`src/hw/rtl/i2ctrf_pkg.sv`:
```
// shared constants, types and helpers for the i2c target register file
`default_nettype none

package i2ctrf_pkg;

  // number of byte entries in the register file
  localparam int REG_BYTES = 16;
  // entry address width
  localparam int ADDR_W = $clog2(REG_BYTES);
  // width of the bus read length, holds 0 to REG_BYTES
  localparam int REM_W = $clog2(REG_BYTES + 1);
  // width used for range compares against REG_BYTES and incoming bytes
  localparam int CMP_W = 10;

  // request kinds
  typedef enum logic [1:0] {
    KIND_BUS_WR   = 2'd0,
    KIND_BUS_RD   = 2'd1,
    KIND_LOCAL_WR = 2'd2,
    KIND_LOCAL_RD = 2'd3
  } kind_t;

  // bus write transfer phase, one-hot
  typedef enum logic [2:0] {
    PH_POINTER = 3'b001,
    PH_LENGTH  = 3'b010,
    PH_DATA    = 3'b100
  } phase_t;

  // access to the register file storage
  typedef struct packed {
    logic              wr_en;
    logic [ADDR_W-1:0] wr_addr;
    logic [7:0]        wr_data;
    logic              rd_en;
    logic [ADDR_W-1:0] rd_addr;
  } mem_req_t;

  // pointer advance with wrap at the end of the file
  function automatic logic [ADDR_W-1:0] next_ptr(input logic [ADDR_W-1:0] p);
    logic [ADDR_W:0] n;
    n = {1'b0, p} + (ADDR_W + 1)'(1);
    return (n == (ADDR_W + 1)'(REG_BYTES)) ? '0 : n[ADDR_W-1:0];
  endfunction

endpackage

`default_nettype wire

```
`src/hw/rtl/i2ctrf_regmem.sv`:
```
// byte storage of the register file with one write and one registered read port
`default_nettype none

module i2ctrf_regmem (
  input  wire logic                          clk,
  input  wire logic                          rst_n,
  input  wire i2ctrf_pkg::mem_req_t          req,
  output logic [7:0]                         rd_data
);

  logic [7:0]                       ram [i2ctrf_pkg::REG_BYTES];
  logic [i2ctrf_pkg::REG_BYTES-1:0] ent_vld_r;
  logic [7:0]                       rd_data_r;
  logic                             rd_hit_r;

  // storage write
  always_ff @(posedge clk) begin
    if (req.wr_en) begin
      ram[req.wr_addr] <= req.wr_data;
    end
  end

  // written flags, an unwritten entry reads as zero
  always_ff @(posedge clk) begin
    if (!rst_n) begin
      ent_vld_r <= '0;
    end else if (req.wr_en) begin
      ent_vld_r[req.wr_addr] <= 1'b1;
    end
  end

  // registered read, held until the next read
  always_ff @(posedge clk) begin
    if (req.rd_en) begin
      rd_data_r <= ram[req.rd_addr];
      rd_hit_r  <= ent_vld_r[req.rd_addr];
    end
  end

  assign rd_data = rd_hit_r ? rd_data_r : 8'd0;

endmodule

`default_nettype wire

```
`src/hw/rtl/i2c_target_register_file_top.sv`:
```
// top level of the i2c target register file
// Byte register file behind an i2c target, driven one request at a time.
// Input channel (in_valid/in_ready) carries a request: a bus write byte,
// a bus read byte, a local write or a local read, with first/last flags that
// frame a bus write transfer (pointer byte, length byte, then data bytes).
// Result channel (out_valid/out_ready) returns exactly one result per request:
// read_byte and read_valid for reads, receive_done on the last bus write byte.
// A result passes through the read stage, which lines up with the synchronous
// storage read, and then through the output register before it is offered.
// Throughput: one request per cycle while out_ready is high; the storage
// read/write happens in the accept cycle, so pointer and length updates are
// in place for the next request with no interlock.
// When out_ready is low the output register holds its result, the read stage
// behind it holds one more, and in_ready drops until the output drains.
// Reset clears pointer, length, phase and the pipeline; the storage reads as
// all zero right after reset through per-entry written flags, no clearing pass.
`default_nettype none

module i2c_target_register_file_top (
  input  wire logic       clk,
  input  wire logic       rst_n,
  input  wire logic       in_valid,
  output logic            in_ready,
  input  wire logic [1:0] in_kind,
  input  wire logic       in_first,
  input  wire logic       in_last,
  input  wire logic [7:0] in_data_byte,
  input  wire logic [3:0] in_local_index,
  output logic            out_valid,
  input  wire logic       out_ready,
  output logic [7:0]      out_read_byte,
  output logic            out_read_valid,
  output logic            out_receive_done
);

  localparam int AW = i2ctrf_pkg::ADDR_W;
  localparam int RW = i2ctrf_pkg::REM_W;
  localparam int CW = i2ctrf_pkg::CMP_W;

  i2ctrf_pkg::phase_t   phase_r, phase_nxt, ph_eff;
  logic [AW-1:0]        ptr_r, ptr_nxt;
  logic [RW-1:0]        rem_r, rem_nxt;
  i2ctrf_pkg::mem_req_t req;
  logic [7:0]           mem_rd_data;

  logic                 s1_vld_r, s1_rv_r, s1_done_r;
  logic                 rv_nxt, done_nxt;
  logic                 out_valid_r, out_read_valid_r, out_receive_done_r;
  logic [7:0]           out_read_byte_r;

  logic                 accept, s1_adv, s2_take;
  logic [CW-1:0]        data_w, room_w, limit_w;
  logic                 idx_ok;

  // pipeline flow
  assign s2_take  = !out_valid_r || out_ready;
  assign s1_adv   = !s1_vld_r || s2_take;
  assign in_ready = s1_adv;
  assign accept   = in_valid && in_ready;

  // range helpers
  assign data_w  = CW'(in_data_byte);
  assign limit_w = CW'(i2ctrf_pkg::REG_BYTES);
  assign room_w  = limit_w - CW'(ptr_r);
  assign idx_ok  = CW'(in_local_index) < limit_w;
  assign ph_eff  = in_first ? i2ctrf_pkg::PH_POINTER : phase_r;

  // request decode, state update and storage access
  always_comb begin
    ptr_nxt     = ptr_r;
    rem_nxt     = rem_r;
    phase_nxt   = phase_r;
    rv_nxt      = 1'b0;
    done_nxt    = 1'b0;
    req         = '0;
    req.wr_data = in_data_byte;
    if (accept) begin
      unique case (i2ctrf_pkg::kind_t'(in_kind))
        i2ctrf_pkg::KIND_BUS_WR: begin
          unique case (ph_eff)
            i2ctrf_pkg::PH_POINTER: begin
              ptr_nxt   = (data_w >= limit_w) ? '0 : AW'(in_data_byte);
              phase_nxt = i2ctrf_pkg::PH_LENGTH;
            end
            i2ctrf_pkg::PH_LENGTH: begin
              rem_nxt   = (data_w > room_w) ? RW'(room_w) : RW'(data_w);
              phase_nxt = i2ctrf_pkg::PH_DATA;
            end
            i2ctrf_pkg::PH_DATA: begin
              req.wr_en   = 1'b1;
              req.wr_addr = ptr_r;
              ptr_nxt     = i2ctrf_pkg::next_ptr(ptr_r);
              phase_nxt   = i2ctrf_pkg::PH_DATA;
            end
            default: begin
              phase_nxt = i2ctrf_pkg::PH_POINTER;
            end
          endcase
          if (in_last) begin
            done_nxt  = 1'b1;
            phase_nxt = i2ctrf_pkg::PH_POINTER;
          end
        end
        i2ctrf_pkg::KIND_BUS_RD: begin
          if (rem_r != '0) begin
            req.rd_en   = 1'b1;
            req.rd_addr = ptr_r;
            rv_nxt      = 1'b1;
            rem_nxt     = rem_r - RW'(1);
            ptr_nxt     = i2ctrf_pkg::next_ptr(ptr_r);
          end
        end
        i2ctrf_pkg::KIND_LOCAL_WR: begin
          if (idx_ok) begin
            req.wr_en   = 1'b1;
            req.wr_addr = AW'(in_local_index);
          end
        end
        i2ctrf_pkg::KIND_LOCAL_RD: begin
          if (idx_ok) begin
            req.rd_en   = 1'b1;
            req.rd_addr = AW'(in_local_index);
            rv_nxt      = 1'b1;
          end
        end
        default: begin
          rv_nxt = 1'b0;
        end
      endcase
    end
  end

  // control state
  always_ff @(posedge clk) begin
    if (!rst_n) begin
      phase_r <= i2ctrf_pkg::PH_POINTER;
      ptr_r   <= '0;
      rem_r   <= '0;
    end else begin
      phase_r <= phase_nxt;
      ptr_r   <= ptr_nxt;
      rem_r   <= rem_nxt;
    end
  end

  // storage
  i2ctrf_regmem u_regmem (
    .clk     (clk),
    .rst_n   (rst_n),
    .req     (req),
    .rd_data (mem_rd_data)
  );

  // read stage, lines up with the storage read data
  always_ff @(posedge clk) begin
    if (!rst_n) begin
      s1_vld_r <= 1'b0;
    end else if (s1_adv) begin
      s1_vld_r <= in_valid;
    end
  end

  always_ff @(posedge clk) begin
    if (accept) begin
      s1_rv_r   <= rv_nxt;
      s1_done_r <= done_nxt;
    end
  end

  // output register
  always_ff @(posedge clk) begin
    if (!rst_n) begin
      out_valid_r <= 1'b0;
    end else if (s2_take) begin
      out_valid_r <= s1_vld_r;
    end
  end

  always_ff @(posedge clk) begin
    if (s2_take && s1_vld_r) begin
      out_read_byte_r    <= s1_rv_r ? mem_rd_data : 8'd0;
      out_read_valid_r   <= s1_rv_r;
      out_receive_done_r <= s1_done_r;
    end
  end

  assign out_valid        = out_valid_r;
  assign out_read_byte    = out_read_byte_r;
  assign out_read_valid   = out_read_valid_r;
  assign out_receive_done = out_receive_done_r;

endmodule

`default_nettype wire

```
`config.mk`:
```
export PLATFORM = sky130hd
export DESIGN_NAME = i2c_target_register_file_top
export DESIGN_NICKNAME = d
export VERILOG_FILES = /design/src/hw/rtl/i2ctrf_pkg.sv /design/src/hw/rtl/i2ctrf_regmem.sv /design/src/hw/rtl/i2c_target_register_file_top.sv
export SDC_FILE = /design/constraint.sdc
export NUM_CORES = 1
export LEC_CHECK = 0
export BUFFER_PORTS_ARGS = -buffer_cell sky130_fd_sc_hd__buf_2
export CORE_MARGIN = 2
export CORE_UTILIZATION = 60
export DETAILED_ROUTE_END_ITERATION = 8
export GPL_TIMING_DRIVEN = 0
export HOLD_SLACK_MARGIN = 0.12
export PLACE_DENSITY = 0.78
export SLEW_MARGIN = 25
export SYNTH_ARGS = -nofsm -noshare
export SYNTH_HDL_FRONTEND = slang
export SYNTH_SLANG_ARGS = --single-unit
```
`constraint.sdc`:
```
create_clock -name clk -period 3.28 [get_ports clk]
set_input_delay 0.164 -clock clk [delete_from_list [all_inputs] [get_ports clk]]
set_output_delay 0.164 -clock clk [all_outputs]
set_load 0.01 [all_outputs]
```
After elaboration in Yosys (flattened, before gate mapping)
Memories as Yosys holds them, arrays and structs flattened. A register that Yosys moved wholly into a read port is not among the register bits.
Index checks and enable logic that the tools add are counted.
{"block": "classes", "add_sub_neg": 3, "order_cmp": 6, "mux": 29, "n_bitwise": 1, "n_eq_ne": 10, "n_reduce_logical": 15}
{"cell": "2-to-1 mux 5 bit", "n": 8}
{"cell": "case mux 5 bit (2 select lines)", "n": 3}
{"cell": "OR 16 bit", "n": 1}
{"cell": "case mux 4 bit (2 select lines)", "n": 2}
{"cell": "less-than comparator 4 x 5 -> 1 bit, second input constant", "n": 3}
{"cell": "2-to-1 mux 4 bit", "n": 3}
{"cell": "greater-than comparator 8 x 10 -> 1 bit", "n": 1}
{"cell": "greater-or-equal comparator 8 x 5 -> 1 bit, second input constant", "n": 1}
{"cell": "AND reduction 4 bit", "n": 2}
{"cell": "2-to-1 mux 1 bit", "n": 7}
{"cell": "2-to-1 mux 3 bit", "n": 2}
{"cell": "case mux 3 bit (2 select lines)", "n": 1}
{"cell": "subtractor 5 x 4 -> 6 bit, first input constant", "n": 1}
{"cell": "adder 4 x 1 -> 5 bit, second input constant", "n": 1}
{"cell": "equality test 5 bit, second input constant", "n": 1}
{"cell": "nonzero test 5 bit", "n": 1}
{"cell": "subtractor 5 x 1 -> 5 bit, second input constant", "n": 1}
{"cell": "binary-select mux 1 bit (select 4 bit)", "n": 1}
{"cell": "demux 1 bit (select 4 bit)", "n": 1}
{"cell": "equality test 2 bit, second input constant", "n": 2}
{"cell": "greater-or-equal comparator 4 x 1 -> 1 bit, second input constant", "n": 1}
{"cell": "AND reduction 2 bit", "n": 2}
{"cell": "equality test 3 x 1 -> 1 bit, second input constant", "n": 1}
{"cell": "equality test 3 x 2 -> 1 bit, second input constant", "n": 1}
{"cell": "other kinds (12)", "n": 16}
{"block": "word_totals", "ff_bits": 43, "mem_count": 1, "output_inout_bits": 12, "inputBits": 20, "ramBits": 128}
{"memory": "u_regmem.ram", "depth": 16, "word_bits": 8, "read_ports": 1, "rd_clocked_by_memory_dff": 1, "write_ports": 1, "line": "i2ctrf_regmem.sv:11", "rtl": "logic [7:0] ram [i2ctrf_pkg::REG_BYTES];"}

Logic depth before layout (Yosys ltp)
Gate-level depths: netlist of run 1.
{"block": "logic_depth", "depth_word": 10, "mapped_depth": 12, "depth_no_buf": 10}

By module
Synthesis of run 1 repeated with hierarchy kept, for this count alone.
{"block": "hier_totals", "hier_cells": 487, "area_unflattened_um2": 7672.4}
{"mod": "i2ctrf_regmem", "cells_each": 280, "area_each_um2": 5891.9, "instances": 1}
{"mod": "i2c_target_register_file_top", "cells_each": 207, "area_each_um2": 1780.5, "instances": 1}

Worst setup path after synthesis of run 1
Ideal clock, no wire load.
{"block": "synth_path", "path_type": "register to register", "from": "register phase_r[0]", "to": "memory u_regmem.ram[2][0] (enable)", "period_less_slack_ps": 2503, "arrival_ps": 2129, "setup_slack_ps": 777, "path_stages_with_launch": 7, "cell_sequence": "dfxtp_1 -> clkbuf_1 -> nor4b_2 -> and2_1 -> a21oi_1 -> or4b_1 -> nor2_1"}
{"block": "synth_between", "elab_chain_len": 7}
{"element": "start: declaration", "line": "i2c_target_register_file_top.sv:40", "rtl": "i2ctrf_pkg::phase_t phase_r, phase_nxt, ph_eff;"}
{"element": "start signal: assignment", "line": "i2c_target_register_file_top.sv:136", "rtl": "phase_r <= i2ctrf_pkg::PH_POINTER;"}
{"element": "start signal: assignment", "line": "i2c_target_register_file_top.sv:140", "rtl": "phase_r <= phase_nxt;"}
{"element": "2-to-1 mux 3 bit (*)", "line": "i2c_target_register_file_top.sv:66", "rtl": "assign ph_eff = in_first ? i2ctrf_pkg::PH_POINTER : phase_r;"}
{"element": "equality test 3 bit (*)", "line": "i2c_target_register_file_top.sv:80", "rtl": "unique case (ph_eff)"}
{"element": "2-to-1 mux 5 bit (*)", "line": "i2c_target_register_file_top.sv:80"}
{"element": "case mux 5 bit (2 select lines) (*)", "line": "i2c_target_register_file_top.sv:78", "rtl": "unique case (i2ctrf_pkg::kind_t'(in_kind))"}
{"element": "2-to-1 mux 5 bit (*)", "line": "i2c_target_register_file_top.sv:77", "rtl": "if (accept) begin"}
{"element": "2-to-1 mux 1 bit", "line": "i2ctrf_regmem.sv:18", "rtl": "if (req.wr_en) begin"}
{"element": "2-to-1 mux 1 bit (not written as such)", "line": "i2ctrf_regmem.sv:19", "rtl": "ram[req.wr_addr] <= req.wr_data;"}
{"element": "end: declaration", "line": "i2ctrf_regmem.sv:11"}
Mark *: on every way between the ends. The rest lies on a longest branch, timed or not.

Worst setup path after layout of run 1
{"block": "layout_path", "from": "input port out_ready", "to": "register u_regmem.rd_data_r[7] (read register of u_regmem.ram), data pin"}
{"block": "layout_between", "elab_chain_len": 4}
{"element": "start: declaration", "line": "i2c_target_register_file_top.sv:30", "rtl": "input wire logic out_ready,"}
{"element": "logical OR 1 bit", "line": "i2c_target_register_file_top.sv:56", "rtl": "assign s2_take = !out_valid_r || out_ready;"}
{"element": "logical OR 1 bit", "line": "i2c_target_register_file_top.sv:57", "rtl": "assign s1_adv = !s1_vld_r || s2_take;"}
{"element": "logical AND 1 bit", "line": "i2c_target_register_file_top.sv:59", "rtl": "assign accept = in_valid && in_ready;"}
{"element": "2-to-1 mux 5 bit", "line": "i2c_target_register_file_top.sv:77"}
{"element": "end: declaration", "line": "i2ctrf_regmem.sv:13", "rtl": "logic [7:0] rd_data_r;"}
No other way between the ends.
A chain may end at the register's enable or synchronous reset.

==> results of run 1 <==
==> power by group through the flow <==
stage | clock, mW | combinational (mW) | sequential, mW
final | 1.86 | 0.314 | 2.51
after global routing | 1.96 | 0.340 | 2.51
after CTS | 1.87 | 0.309 | 2.51
after detailed placement | 0 | 0.303 | 2.55
after global placement | 0 | 0.291 | 2.55
after floorplan | 0 | 0.173 | 2.55
==> repair_timing <==
action / CTS / global route
hold endpoints to repair: 7 / 0
hold buffers: 5 / 0
setup endpoints to repair: 0 / 40
resized for setup: 0 / 9
==> worst max-delay path by stage <==
stage / slack [ns] / startpoint / endpoint / cells after the start
final: 0.18 / out_ready / u_regmem.rd_data_r[7]$_DFFE_PP_ / 10
after global routing: 0.02 / phase_r[0]$_SDFFE_PN1P_ / u_regmem.ram[6][7]$_DFFE_PP_ / 6
after CTS: 0.1 / phase_r[0]$_SDFFE_PN1P_ / u_regmem.ram[14][5]$_DFFE_PP_ / 6
after detailed placement: 0.11 / phase_r[0]$_SDFFE_PN1P_ / u_regmem.ram[14][5]$_DFFE_PP_ / 6
after global placement: 0.19 / phase_r[0]$_SDFFE_PN1P_ / u_regmem.ram[14][5]$_DFFE_PP_ / 6
after floorplan: 0.78 / phase_r[0]$_SDFFE_PN1P_ / u_regmem.ram[2][0]$_DFFE_PP_ / 6
==> registers in the layout (all words and copies together) (netlist names), 3 cells and up <==
name,cells
out_read_byte,8
phase_r,3
ptr_r,4
rem_r,5
u_regmem.ent_vld_r,16
u_regmem.ram,128
u_regmem.rd_data_r,8
==> layout make-up <==
class | count | area (um^2)
sequential | 179 | 5075
fill | 994 | 3875
multi-input combinational | 365 | 2540
clock buffer | 21 | 440.4
buffer | 42 | 216.5
tap | 172 | 215.2
timing repair buffer | 36 | 205.2
clock inverter | 11 | 87.58
inverter | 18 | 67.56
==> layout by cell type, fill, tap and decap left out, types with 7 or more instances in the layout <==
cell / n
nand2b_1: 22
dfxtp_1: 30
and2_1: 7
o21ai_1: 9
and3_1: 11
o211ai_1: 26
or3_1: 21
clkbuf_16: 17
o21a_1: 17
nor2_2: 9
nand3_1: 19
a311o_1: 8
a31o_1: 8
mux2i_1: 21
nor2_1: 21
o221ai_1: 20
a21oi_1: 34
nor3_1: 7
nand2_1: 8
o21ai_0: 15
o22ai_1: 10
and3b_1: 8
ha_1: 9
clkbuf_1: 25
inv_1: 17
edfxtp_1: 149
buf_2: 39
==> stage by stage <==
stage	total power, mW	utilization, %	instance area, um^2	worst slack, ns	std cells
3_3_place_gp	2.844	64.79	8243	0.1924	807
2_1_floorplan	2.727	-	7873	0.7769	604
5_1_grt	4.806	69.54	8847	0.01879	844
3_5_place_dp	2.856	64.82	8247	0.1126	807
6_report	4.682	69.54	8847	0.1850	844
4_1_cts	4.685	69.36	8825	0.09541	844
==> worst max-delay path: stages <==
cell	delay (ns)
dlygate4sd3_1	0.53
buf_2	0.12
nand3b_1	0.20
nand2_1	0.22
clkbuf_1	0.40
clkbuf_1	0.48
a21oi_1	0.30
a31o_1	0.29
o22ai_1	0.30
and3b_1	0.25
==> logic make-up after synthesis <==
logic type / synth area share, %
adders and majority gates: 1.430
buffers and inverters: 3.608
and+or+nand+nor: 11.46
xor gates and xnor gates: 0.4450
AOI/OAI and AO/OA: 15.50
DFF: 64.46
muxes: 3.099
==> per-layer routing <==
layer / wire length (um) / track usage, % / share of wire [%] / vias to the layer above
li1: - / - / - / 2471
met1: 7864 / 37.15 / 40 / 2697
met2: 9759 / 48.17 / 49 / 286
met3: 1491 / 5.840 / 7.5 / 45
met4: 736 / 15.85 / 3.7 / 0
met5: 0 / 0 / 0 / -
==> impl_metrics.yaml, run 1 <==
floorplanning:
  io-pin-count: 32
  die_h_um: 118.5
  initial_core_util_pct: 61.88
  dieWidth_um: 118.5
  core_area_um2: 12720
  die_area_um2: 14050
  rows: 41
timing:
  fin_crit_ns: 3.095
  finalMaxSlewViolations: 0
  grt_setup_unrepaired: "no"
  holdWs_ns: 0.1441
  finClkSkew_ns: 0.008419
  period_share_pct: 94.36
  fmax_ghz: 0.3231
  setup_viol: 0
  slew_headroom_pct: 42.65
  hold_viol: 0
  setup_tns_ns: 0
  worst_pin_slew_ns: 0.8571
yosys:
  synth_top_area_share_pct: 56.83
  syn_inst: 604
  synth.avg_cell_area_um2: 13.03
  async_flop_share_pct: 0
  ys_types: 59
  syn_area_um2: 7873
  ys_ff_latch: 179
  yosysMostFrequentCell: "edfxtp_1"
  yosys-top-cells-count: "edfxtp_1, a21oi_1, dfxtp_1, nor2_1, o211ai_1"
  syn_nets: 633
  synth-edff-count: 149
  ys.flop_type: "edfxtp_1"
  yosysTopAreaCell: "edfxtp_1"
  ys_seq_area_share_pct: 64.46
  ys.warnings.count: 0
  synth_area_leaders: "edfxtp_1, dfxtp_1, mux2i_1, o211ai_1, o221ai_1"
worst_hold_path:
  hold_end: "phase_r[0]$_SDFFE_PN1P_"
  hold_path_depth: 4
  hold_start: "in_first"
  hp-class: "input pin to flip-flop"
clocking:
  insertion_delay_ns: 0.44
  htreeDepth: 4
  path_clk_slew_ns: 0.06
  cts_max_path_buffers: 2
  cts_setup_buffers: 0
  clock-sinks: 179
  cts_root_buffer: "clkbuf_16"
  cts_tree: "yes"
  cts_made_buffers: 17
critical_path:
  path_max_fanout: 10
  worst_setup_path_end_kind: "flip-flop"
  crit_required_ns: 3.46
  startpoint_type: "input pin"
  criticalPathCategory: "input pin to flip-flop"
  crit_arrival_ns: 3.28
  reg2reg_slack_ns: 0.20
  rr_endpoint: "u_regmem.rd_data_r[7]$_DFFE_PP_"
  r2r_start: "rem_r[0]$_SDFFE_PN0P_"
  r2r_cells: 10
routing:
  route.detailed.drc: 0
  viasPerCell: 6.515
  drt-initial-drc-count: 656
  drtAntennaViolNets: 0
  wl_um: 19850
  via_count: 5499
  drt_first_pass_iters: 5
  wire_per_inst_um: 23.52
grt:
  antenna_found_initial: 0
  grt_pass1_wl_um: 30640
  grtUsageTotal_pct: 29.48
  grt_max_degree: 20
  grt_overflow: 0
  grt_pass1_vias: 5587
power:
  p_per_area_nw_per_um2: 529.2
  combPwrFrac_pct: 6.7
  p_clk_share_pct: 39.8
  power.switching_fraction_pct: 22.45
  switchingPower_mw: 1.051
  p_leak_nw: 3.055
  seqPwrFrac_pct: 53.5
  ir_worst_vdd_v: 0.0004301
  intPower_mw: 3.631
final_layout:
  layout-drive-gt1-share_pct: 13.99
  antennaDiodeCount: 0
  syn_to_final_growth_pct: 12.38
  fin_nets: 688
flow_run:
  maxCapViolations: 0
place:
  numPortBuffers: 31
  hpwlAfterDp_um: 13130
  place_congestion: 0.8978
outcome:
  status: "completed"
No activity file was read; power rests on OpenSTA's default activity.
==> run 2: changes to the inputs <==
CORE_UTILIZATION = 54   (was 60)
PLACE_DENSITY = 0.71   (was 0.78)
==> run 2 against run 1 <==
  * Fmax shrank 1.4%
  * Register-to-register slack lost 0.05 ns
  * Die area grew 11%
  * Clock-buffer cell count grew 6
  * Flip-flop and latch count is the same
  * Critical path type unchanged
  * Final cell count grew 1.4%
  * Non-clock buffer count is the same
  * Setup slack lost 0.043 ns
  * Wire length grew 0.27%
  * Clock power grew 16%
==> impl_metrics.yaml, run 2 (synthesized netlist as in run 1, its figures left out) <==
critical_path:
  r2r_start: "rem_r[0]$_SDFFE_PN0P_"
  startpoint_type: "input pin"
  crit_start: "out_ready"
  path_depth: 9
  cpPeakStageDelay_ns: 0.71
  criticalPathCategory: "input pin to flip-flop"
  crit_arrival_ns: 3.20
  worst_setup_path_end_kind: "flip-flop"
  crit_required_ns: 3.34
  critPathSlowestCell: "nor2_1"
  critPathTopFamily: "buffers and inverters"
  path_max_fanout: 10
  worst-path-buf-inv: 4
  r2r_cells: 10
  crit_top_cell: "clkbuf_1"
  path_cells: "dlygate4sd3_1 -> buf_2 -> nand3b_1 -> nand2_1 -> clkbuf_1 -> clkbuf_1 -> nor3_1 -> a21o_1 -> nor2_1"
clocking:
  path_clk_slew_ns: 0.06
  cts_max_path_buffers: 2
  cts_root_buffer: "clkbuf_16"
  clock-sinks: 179
  cts_made_buffers: 17
  cts_tree: "yes"
  htreeDepth: 4
  insertion_delay_ns: 0.44
timing:
  finalMaxSlewViolations: 0
  setup_tns_ns: 0
  fin_crit_ns: 3.138
  period_share_pct: 95.66
  grt_setup_unrepaired: "no"
  fmax_ghz: 0.3187
  holdWs_ns: 0.1447
  hold_viol: 0
  setup_viol: 0
  worst_pin_slew_ns: 1.044
  finClkSkew_ns: 0.006545
  slew_headroom_pct: 30.14
routing:
  wl_um: 19900
  wire_per_inst_um: 23.25
  drtAntennaViolNets: 0
  viasPerCell: 6.492
  via_count: 5557
  drt_first_pass_iters: 5
  drt-initial-drc-count: 771
  route.detailed.drc: 0
place:
  place_congestion: 0.9422
  placedCellCount: 819
  hpwlAfterDp_um: 13100
  numPortBuffers: 31
final_layout:
  largest_register: "u_regmem.ram"
  final_util_pct: 62.34
  fin_nets: 688
  final_cell_mix: "edfxtp_1, buf_2, a21oi_1"
  final_common_cell: "edfxtp_1"
  largest_reg_flops: 128
  stdcell_count: 856
  syn_to_final_growth_pct: 13.78
  antennaDiodeCount: 0
  layout-drive-gt1-share_pct: 13.54
  reg_top3: "u_regmem.ram: 128 flops, u_regmem.ent_vld_r: 16 flops"
  n_fill_cell: 1081
grt:
  antenna_found_initial: 0
  grtUsageTotal_pct: 26.52
  grt_pass1_wl_um: 31150
  grt_overflow: 0
  grt_pass1_vias: 5415
  grt_max_degree: 20
outcome:
  status: "completed"
floorplanning:
  die_area_um2: 15560
  io-pin-count: 32
  die_h_um: 124.7
  core_area_um2: 14370
  rows: 44
  dieWidth_um: 124.7
  initial_core_util_pct: 54.79
worst_hold_path:
  hp-class: "input pin to flip-flop"
  hold_start: "in_data_byte[6]"
  hold_path_depth: 1
flow_run:
  maxCapViolations: 0
power:
  p_per_area_nw_per_um2: 554.8
  p_leak_nw: 3.112
  ir_worst_vdd_v: 0.0003792
[run 2: changes by cell type in the layout (fill, tap and decap cells not counted)]
cell | before | now
clkinvlp_4 | 1 | 0
clkbuf_8 | 0 | 5
clkinv_2 | 5 | 1
clkinv_1 | 2 | 0
bufinv_16 | 1 | 2
nor2_2 | 9 | 3
clkbuf_1 | 25 | 24
clkbuf_16 | 17 | 19
nor2_1 | 21 | 27
[run 2: cell type report]
cell class | count | area (um^2) | share of cell area, %
Timing Repair Buffer | 36 | 205.2 | 2.291
Tap cell | 184 | 230.2 | 2.570
Inverter | 18 | 67.56 | 0.7543
Clock buffer | 27 | 555.5 | 6.202
Multi-Input combinational cell | 365 | 2525 | 28.19
Sequential cell | 179 | 5075 | 56.66
Clock inverter | 5 | 82.58 | 0.9219
Buffer | 42 | 216.5 | 2.417
[run 2: report_power, final]
part	switching [mW]	leakage (nW)	internal, mW
Combinational	0.210	1.20	0.104
Sequential	0.0119	1.59	2.49
Clock	0.832	0.314	1.32
[run 2: worst paths after layout]
| path | endpoint | slack (ns) |
|---|---|---|
| worst max-delay path | u_regmem.ram[3][2]$_DFFE_PP_ | 0.14 |
| worst min-delay path | u_regmem.ram[7][6]$_DFFE_PP_ | 0.14 |
| worst max register to register | u_regmem.rd_data_r[1]$_DFFE_PP_ | 0.15 |
| worst min register to register | out_receive_done$_DFFE_PP_ | 0.43 |
[run 2: metrics by stage]
step | area (um^2) | power, mW | setup WS [ns]
floorplan | 7873 | 2.727 | 0.7769
global placement | 8258 | 2.842 | 0.2264
detailed placement | 8262 | 2.854 | 0.1570
CTS | 8950 | 4.973 | 0.1502
global route | 8957 | 5.087 | 0.006475
finish | 8957 | 4.970 | 0.1424
[run 2: repair_timing]
item | CTS | global route
hold endpoints to repair | 7 | 0
resized for setup | 0 | 3
endpoints found under the setup margin | 0 | 16
hold buffers | 5 | 0
setup buffers | 0 | 0
[run 2: worst register-to-register path, cell delays in order, from the launching register on]
cell and delay, ns:
dfxtp_1 0.34, inv_1 0.10, ha_1 0.14, or4b_1 0.44, buf_2 0.20, a32oi_2 0.35
clkbuf_1 0.44, o21ai_0 0.18, a21oi_1 0.33, o22ai_1 0.24, and3b_1 0.26
[run 2: metal layers]
metal | up-vias | wire, um | global-route usage [%]
met1 | 2805 | 8333 | 35.67
met5 | - | 0 | 0
met2 | 231 | 9609 | 42.59
met4 | 0 | 635 | 10.77
li1 | 2480 | - | -
met3 | 41 | 1324 | 5.241
